**config.mk**
```make
export PLATFORM = sky130hd
export DESIGN_NAME = rkp_muldiv
export DESIGN_NICKNAME = d
export VERILOG_FILES = /design/src/rkp_pkg.sv /design/src/rkp_muldiv.sv
export SDC_FILE = /design/constraint.sdc
export NUM_CORES = 2
export LEC_CHECK = 0
export BUFFER_PORTS_ARGS = -buffer_cell sky130_fd_sc_hd__buf_2
export CAP_MARGIN = 30
export CORE_ASPECT_RATIO = 0.75
export CORE_MARGIN = 2
export CORE_UTILIZATION = 65
export CTS_CLUSTER_DIAMETER = 120
export CTS_CLUSTER_SIZE = 16
export DETAILED_ROUTE_END_ITERATION = 10
export GPL_ROUTABILITY_DRIVEN = 0
export PLACE_DENSITY_LB_ADDON = 0.3
export SYNTH_ARGS = -nofsm -noshare
export SYNTH_HDL_FRONTEND = slang
export SYNTH_SLANG_ARGS = --single-unit
```
**constraint.sdc**
```tcl
create_clock -name clk -period 17.7 [get_ports clk]
set_input_delay 3.54 -clock clk [delete_from_list [all_inputs] [get_ports clk]]
set_output_delay 3.54 -clock clk [all_outputs]
set_load 0.01 [all_outputs]
```
**src/rkp_pkg.sv**
```systemverilog
package rkp_pkg;

  localparam int OP_W = 64;
  localparam int DV_W = 62;
  localparam int Q_W  = 58;

  // Saturation bound of the 60-bit signed quantities and of saturated quotients.
  localparam logic [63:0] WCAP = (64'd1 << 58) - 64'd1;

  typedef logic signed [59:0] sw_t;
  typedef logic signed [63:0] sl_t;

  typedef struct packed {
    logic              go;
    logic [OP_W-1:0]   a;
    logic [OP_W-1:0]   b;
    logic [DV_W-1:0]   d;
  } md_req_t;

  typedef struct packed {
    logic              done;
    logic [Q_W-1:0]    q;
  } md_rsp_t;

  // Configuration register indexes.
  localparam logic [2:0] CFG_RATE1 = 3'd0;
  localparam logic [2:0] CFG_RATE2 = 3'd1;
  localparam logic [2:0] CFG_RATE3 = 3'd2;
  localparam logic [2:0] CFG_FEEDA = 3'd3;
  localparam logic [2:0] CFG_FEEDB = 3'd4;
  localparam logic [2:0] CFG_DRAW  = 3'd5;
  localparam logic [2:0] CFG_PURGE = 3'd6;

  // Derivative operations, in issue order.
  localparam logic [3:0] D_T1  = 4'd0;
  localparam logic [3:0] D_R1  = 4'd1;
  localparam logic [3:0] D_T2  = 4'd2;
  localparam logic [3:0] D_R2  = 4'd3;
  localparam logic [3:0] D_T3  = 4'd4;
  localparam logic [3:0] D_R3  = 4'd5;
  localparam logic [3:0] D_P0  = 4'd6;
  localparam logic [3:0] D_P1  = 4'd7;
  localparam logic [3:0] D_P2  = 4'd8;
  localparam logic [3:0] D_P3  = 4'd9;
  localparam logic [3:0] D_Q   = 4'd10;
  localparam logic [3:0] D_Q10 = 4'd11;
  localparam logic [3:0] D_P4  = 4'd12;
  localparam logic [3:0] D_P5  = 4'd13;
  localparam int         D_NUM = 14;

  // Output flow operations.
  localparam logic [1:0] F_FTP = 2'd0;
  localparam logic [1:0] F_FTE = 2'd1;
  localparam logic [1:0] F_TEN = 2'd2;
  localparam logic [1:0] F_WF  = 2'd3;

  function automatic sw_t sat60(input sl_t x);
    if (x > sl_t'(WCAP)) begin
      return sw_t'(WCAP);
    end else if (x < -sl_t'(WCAP)) begin
      return -sw_t'(WCAP);
    end
    return sw_t'(x);
  endfunction

  function automatic logic [63:0] mag(input sl_t x);
    return (x < 0) ? 64'(-x) : 64'(x);
  endfunction

  // Halving that truncates toward zero.
  function automatic sl_t half(input sl_t x);
    return (x < 0) ? -sl_t'(mag(x) >> 1) : (x >>> 1);
  endfunction

endpackage

```
**src/rkp_muldiv.sv**
```systemverilog
module rkp_muldiv (
  input  logic             clk,
  input  logic             rst_n,
  input  rkp_pkg::md_req_t req,
  output rkp_pkg::md_rsp_t rsp
);
  import rkp_pkg::*;

  typedef enum logic [4:0] {
    MD_IDLE = 5'b00001,
    MD_MUL  = 5'b00010,
    MD_CHK  = 5'b00100,
    MD_DIV  = 5'b01000,
    MD_DONE = 5'b10000
  } md_state_t;

  md_state_t         state_r, state_nxt;
  logic [OP_W-1:0]   a_r, a_nxt, b_r, b_nxt;
  logic [DV_W-1:0]   d_r, d_nxt;
  logic [127:0]      prod_r, prod_nxt;
  logic [1:0]        j_r, j_nxt;
  logic [5:0]        cnt_r, cnt_nxt;
  logic [DV_W-1:0]   rem_r, rem_nxt;
  logic [Q_W-1:0]    lo_r, lo_nxt;
  logic [Q_W-1:0]    q_r, q_nxt;
  logic              sat_r, sat_nxt;

  logic [31:0]       ah, bh;
  logic [63:0]       pp;
  logic [6:0]        shamt;
  logic [DV_W:0]     trial;

  always_comb begin
    ah    = j_r[1] ? a_r[63:32] : a_r[31:0];
    bh    = j_r[0] ? b_r[63:32] : b_r[31:0];
    pp    = 64'(ah) * 64'(bh);
    shamt = 7'(({1'b0, j_r[1]} + {1'b0, j_r[0]})) << 5;
    trial = {rem_r, lo_r[Q_W-1]};
  end

  always_comb begin
    state_nxt = state_r;
    a_nxt     = a_r;
    b_nxt     = b_r;
    d_nxt     = d_r;
    prod_nxt  = prod_r;
    j_nxt     = j_r;
    cnt_nxt   = cnt_r;
    rem_nxt   = rem_r;
    lo_nxt    = lo_r;
    q_nxt     = q_r;
    sat_nxt   = sat_r;
    unique case (state_r)
      MD_IDLE: begin
        if (req.go) begin
          a_nxt     = req.a;
          b_nxt     = req.b;
          d_nxt     = req.d;
          prod_nxt  = '0;
          j_nxt     = '0;
          state_nxt = MD_MUL;
        end
      end
      MD_MUL: begin
        prod_nxt = prod_r + (128'(pp) << shamt);
        j_nxt    = j_r + 2'd1;
        if (j_r == 2'd3) begin
          state_nxt = MD_CHK;
        end
      end
      MD_CHK: begin
        // A quotient of 2^58 or more saturates, so only 58 bits are developed.
        q_nxt   = '0;
        lo_nxt  = prod_r[Q_W-1:0];
        rem_nxt = prod_r[Q_W+DV_W-1:Q_W];
        cnt_nxt = 6'(Q_W - 1);
        if (prod_r[127:Q_W] >= 70'(d_r)) begin
          sat_nxt   = 1'b1;
          state_nxt = MD_DONE;
        end else begin
          sat_nxt   = 1'b0;
          state_nxt = MD_DIV;
        end
      end
      MD_DIV: begin
        lo_nxt = lo_r << 1;
        if (trial >= (DV_W+1)'(d_r)) begin
          rem_nxt = DV_W'(trial - (DV_W+1)'(d_r));
          q_nxt   = {q_r[Q_W-2:0], 1'b1};
        end else begin
          rem_nxt = DV_W'(trial);
          q_nxt   = {q_r[Q_W-2:0], 1'b0};
        end
        cnt_nxt = cnt_r - 6'd1;
        if (cnt_r == 6'd0) begin
          state_nxt = MD_DONE;
        end
      end
      MD_DONE: begin
        state_nxt = MD_IDLE;
      end
      default: begin
        state_nxt = MD_IDLE;
      end
    endcase
  end

  always_ff @(posedge clk) begin
    if (!rst_n) begin
      state_r <= MD_IDLE;
    end else begin
      state_r <= state_nxt;
    end
    a_r    <= a_nxt;
    b_r    <= b_nxt;
    d_r    <= d_nxt;
    prod_r <= prod_nxt;
    j_r    <= j_nxt;
    cnt_r  <= cnt_nxt;
    rem_r  <= rem_nxt;
    lo_r   <= lo_nxt;
    q_r    <= q_nxt;
    sat_r  <= sat_nxt;
  end

  assign rsp.done = (state_r == MD_DONE);
  assign rsp.q    = sat_r ? WCAP[Q_W-1:0] : q_r;

  a_go_idle: assert property (@(posedge clk) disable iff (!rst_n)
    req.go |-> state_r == MD_IDLE) else $error("muldiv started while busy");
  a_rem_lt: assert property (@(posedge clk) disable iff (!rst_n)
    state_r == MD_DIV |-> rem_r < d_r) else $error("partial remainder not below divisor");
  a_done_one: assert property (@(posedge clk) disable iff (!rst_n)
    rsp.done |=> !rsp.done) else $error("done held longer than one cycle");

endmodule

```
**Word-level counts from Yosys, hierarchy flattened**

Index checks and enable logic that the tools add are counted.

- Register bits after elaboration: 510
- Input bits: 193
- Output and inout bits: 59
- Logic and storage cells: 54

- Add/subtract/negate cells: 5
- Multiply operators: 1
- Magnitude comparators: 2
- Equal/unequal tests: 9
- Shift operators: 1
- Multiplexer cells: 19
- Reduce and logical (&&, ||, !) cells: 6

Operators with widths:

| operator | number |
|---|---|
| 128-bit case mux with 2 select lines | 1 |
| 58-bit case mux with 2 select lines | 2 |
| 128-bit adder | 1 |
| 128-bit two-way mux | 1 |
| 64-bit by 7-bit left shift with 128-bit output | 1 |
| 62-bit case mux with 2 select lines | 1 |
| 70-bit by 62-bit greater-or-equal comparator with 1-bit output | 1 |
| 32-bit by 32-bit multiplier with 64-bit output | 1 |
| 32-bit two-way mux | 2 |
| 63-bit by 62-bit greater-or-equal comparator with 1-bit output | 1 |
| 62-bit two-way mux | 1 |
| 62-bit subtractor | 1 |
| 58-bit two-way mux | 1 |
| 5-bit two-way mux | 4 |
| 5-bit case mux with 4 select lines | 1 |
| 6-bit case mux with 2 select lines | 1 |
| 6-bit zero test | 1 |
| 2-bit != test (second input constant) | 3 |
| 6-bit by 1-bit subtractor with 6-bit output (second input constant) | 1 |
| 5-bit by 1-bit == test with 1-bit output (second input constant) | 1 |
| 5-bit by 2-bit == test with 1-bit output (second input constant) | 1 |
| 5-bit by 3-bit == test with 1-bit output (second input constant) | 1 |
| 5-bit by 4-bit == test with 1-bit output (second input constant) | 1 |
| 5-bit == test (second input constant) | 1 |
| 9 further kinds | 12 |

**Logic depth before layout (Yosys ltp)**

- Word-level depth: 5
- Mapped depth: 49
- Gate-level depth less buffers: 44

**Least setup slack after synthesis**

Ideal clock, no wire load.

- Path type: input port to flip-flop
- Start point: in req[190] in the netlist's numbering
- End point: reg j_r[0] (enable)
- Library setup time: 799 ps
- Data arrival time: 12658 ps
- Required time: 16901 ps
- Path slack: 4242 ps
- Stages on the path: 2
- Buffers on the path: 0
- Cell sequence: inv_1 -> o21ai_0

- Word-level cells in the longest chain between the ends: 2

Ends and longest elaborated chain:

| what | line | source |
|---|---|---|
| from (decl) | rkp_muldiv.sv:4 | `input rkp_pkg::md_req_t req,` |
| 2-bit != test (no source line) | -- |  |
| 2-bit AND reduction (no source line) | -- |  |
| to (signal assigned) | rkp_muldiv.sv:118 | `j_r <= j_nxt;` |
| to (decl) | rkp_muldiv.sv:21 | `logic [1:0] j_r, j_nxt;` |

No other way between the ends.
A chain may end at the register's enable or synchronous reset.

**Worst setup path in the final report**

- Start point: reg j_r[0]
- End point: reg prod_r[125] (data pin)

- Word-level cells in the longest chain between the ends: 5
- Elaborated cells between the ends (all ways): 6
- Those cells by class: add/sub (2); mul (1); shift (1); mux (2)

Ends and longest elaborated chain:

| what | line | source |
|---|---|---|
| 32-bit two-way mux | rkp_muldiv.sv:35 | `bh = j_r[0] ? b_r[63:32] : b_r[31:0];` |
| 32-bit by 32-bit multiplier with 64-bit output | rkp_muldiv.sv:36 | `pp = 64'(ah) * 64'(bh);` |
| 64-bit by 7-bit left shift with 128-bit output (*) | rkp_muldiv.sv:65 | `prod_nxt = prod_r + (128'(pp) << shamt);` |
| 128-bit adder (*) | rkp_muldiv.sv:65 |  |
| 128-bit case mux with 2 select lines (*) | rkp_muldiv.sv:53 | `unique case (state_r)` |
| to (signal assigned) | rkp_muldiv.sv:117 | `prod_r <= prod_nxt;` |
| to (decl) | rkp_muldiv.sv:20 | `logic [127:0] prod_r, prod_nxt;` |

Mark *: on every way between the ends. The rest lies on a longest branch, timed or not.

==> out/qor.yml <==
postCtsResizedCells: 0
maxCapViolations: 0
synth.distinct_cells: 93
route.detailed.drc: 0
avgSynthCellArea_um2: 9.07
die_w_um: 374
ys_seq_area_share_pct: 22.9
antenna_found_initial: 8
crit_type: "reg -> reg"
area_growth_pct: 5.52
synth-edff-count: 505
port_buffers: 251
grt_max_degree: 101
dp_cells: 8671
tritoncts: "done"
gr-usage-all-layers_pct: 39.7
place_hpwl_um: 164000
rsz0062_at_grt: "false"
nets: 8985
setup_viol_count_final: 0
cp.buffers_inverters: 5
grt_pass1_vias: 54872
arrival_ns: 14.99
syn-instance-count: 7355
wl_per_cell_um: 24.1
period_share_pct: 82.5
min_path_type: "reg -> reg"
stdcell_count: 8741
antenna_left: 0
dr.first_iter.drc_count: 8134
cp_max_fo: 44
root_buffer: "clkbuf_16"
vias: 56375
firstDrtPassIters: 10
timing.fmax_mhz: 68.5
end_kind: "flip-flop"
multiInputGateArea_mm2: 0.0464
final_util_pct: 69.4
worst_slew_pin_slew_ns: 1.23
hold_viol_final: 0
cts_buffer_depth: 3
fillers: 7657
core-area_mm2: 0.101
maxSlewViolCount: 0
synth_warnings: 0
post_cts_buffers: 0
drive_gt1_share_pct: 8.13
cp_slowest_stage_delay_ns: 1.00
path_clk_slew_ns: 0.09
clkLatencyLatePin_ns: 0.66
slowest_stage: "edfxtp_1"
skew_ns: 0.0584
numClockSinks: 510
synth_area_mm2: 0.0667
overflow: 0
die_area_mm2: 0.105
tns_ns: 0
startpoint_type: "flip-flop"
ys_async_sr_fraction_pct: 0
grt_first_pass_wirelength_um: 319000
final-seq-area_mm2: 0.0153
synth_nets: 8963
cts_buffers: 39
max_slew_margin_pct: 17.6
ios: 252
vias_per_cell: 6.45
crit_path_frequent_cell: "fa_1"
rows: 101
wl_um: 210000
die_y_um: 281
htreeDepth: 2
outcome: "finished, final reports clean"
cp.required_ns: 18.09
ys.flop_type: "edfxtp_1"
critPathTopFamily: "adder cells"
min_period_ns: 14.60
hold_buffers: 0
initial_core_util_pct: 65.7
synth_seq_cells: 510
==> worst min-delay path, delay by kind of cell, from the launching register on <==
family,cells,cell delay (ns)
flip-flops,1,0.32
AND/OR/NAND/NOR,2,0.10
==> per-stage QoR <==
| step | setup WS [ns] | cell area, µm² | hold WS [ns] |
|---|---|---|---|
| detailed placement | 3.71 | 69100 | 0.496 |
| global placement | 3.52 | 69100 | 0.487 |
| floorplan | 4.24 | 66700 | 0.474 |
| CTS | 3.69 | 70300 | 0.518 |
| finish | 3.10 | 70400 | 0.510 |
| global route | 2.70 | 70400 | 0.541 |
==> cells in the final DEF, fill, tap and decap left out, drive strengths merged, types with 160 or more instances in the layout <==
cell type	count
inv	1057
nor2	965
nand2	912
fa	898
ha	517
edfxtp	505
a21oi	427
buf	330
o21ai	261
a21o	160
==> layer usage <==
metal | routed length (µm) | GRT usage, % | share of wire, % | vias up
li1 | - | - | - | 24025
met1 | 77900 | 54.0 | 37 | 27009
met2 | 81800 | 53.5 | 39 | 4477
met3 | 38900 | 19.9 | 18 | 852
met4 | 11200 | 16.1 | 5.3 | 12
met5 | 525 | 2.83 | 0.25 | -
==> area by class of cell <==
type	instances	area share, %
multi-input combinational	5443	65.9
sequential	510	21.7
inverter	1053	5.61
timing repair buffer	330	2.76
tap	1339	2.38
clock buffer	50	1.44
clock inverter	6	0.158
antenna	10	0.0355
==> cell families (layout without fill, tap and decap cells) <==
family / count (synthesis) / in the layout / synth area share [%]
AO/OA/AOI/OAI: 1197 / 1197 / 11.2
buffers and inverters: 1402 / 1439 / 7.98
AND/OR/NAND/NOR: 2434 / 2434 / 15.7
other: 0 / 10 / 0
adder cells (fa/ha/maj): 1415 / 1415 / 36.6
flip-flops: 510 / 510 / 22.9
XOR/XNOR: 245 / 245 / 3.22
multiplexers: 152 / 152 / 2.40
==> registers in the layout, summed over array words and instances, names as in the netlist <==
register  flops
cnt_r         6
prod_r      128
j_r           2
state_r       5
sat_r         1
a_r          64
rem_r        62
q_r          58
d_r          62
b_r          64
lo_r         58
==> cells in the mapped netlist (all sizes together), types with 29 or more instances <==
cell | n | area share [%]
fa | 898 | 27
edfxtp | 505 | 23
o21ai | 261 | 2.0
o21a | 43 | 0.48
xor2 | 112 | 1.5
a21oi | 427 | 3.2
nor2b | 29 | 0.27
nand3 | 51 | 0.38
inv | 1053 | 5.9
ha | 517 | 9.7
or2 | 71 | 0.67
nand2b | 31 | 0.29
mux2i | 86 | 1.3
xnor2 | 133 | 1.7
and2 | 118 | 1.1
buf | 52 | 0.38
a31oi | 43 | 0.42
nand4 | 103 | 0.97
mux2 | 66 | 1.1
o22ai | 33 | 0.31
nand2 | 912 | 5.1
nor2 | 965 | 5.4
o21bai | 62 | 0.70
a21o | 160 | 1.8
nor3 | 67 | 0.51
clkbuf | 297 | 1.7
==> worst paths after layout <==
| kind | startpoint | endpoint | slack [ns] | cells after the start |
|---|---|---|---|---|
| min | lo_r[54]$_DFFE_PP_ | lo_r[55]$_DFFE_PP_ | 0.51 | 2 |
| max | j_r[0]$_SDFFCE_PN0P_ | prod_r[125]$_SDFFCE_PN0P_ | 3.10 | 39 |
| max reg2reg | j_r[0]$_SDFFCE_PN0P_ | prod_r[125]$_SDFFCE_PN0P_ | 3.10 | 39 |
| min reg2reg | lo_r[54]$_DFFE_PP_ | lo_r[55]$_DFFE_PP_ | 0.51 | 2 |
Power is left out: the tool's default activity adds up to more than one toggle a clock period on the data nets, which glitch-free logic cannot reach.
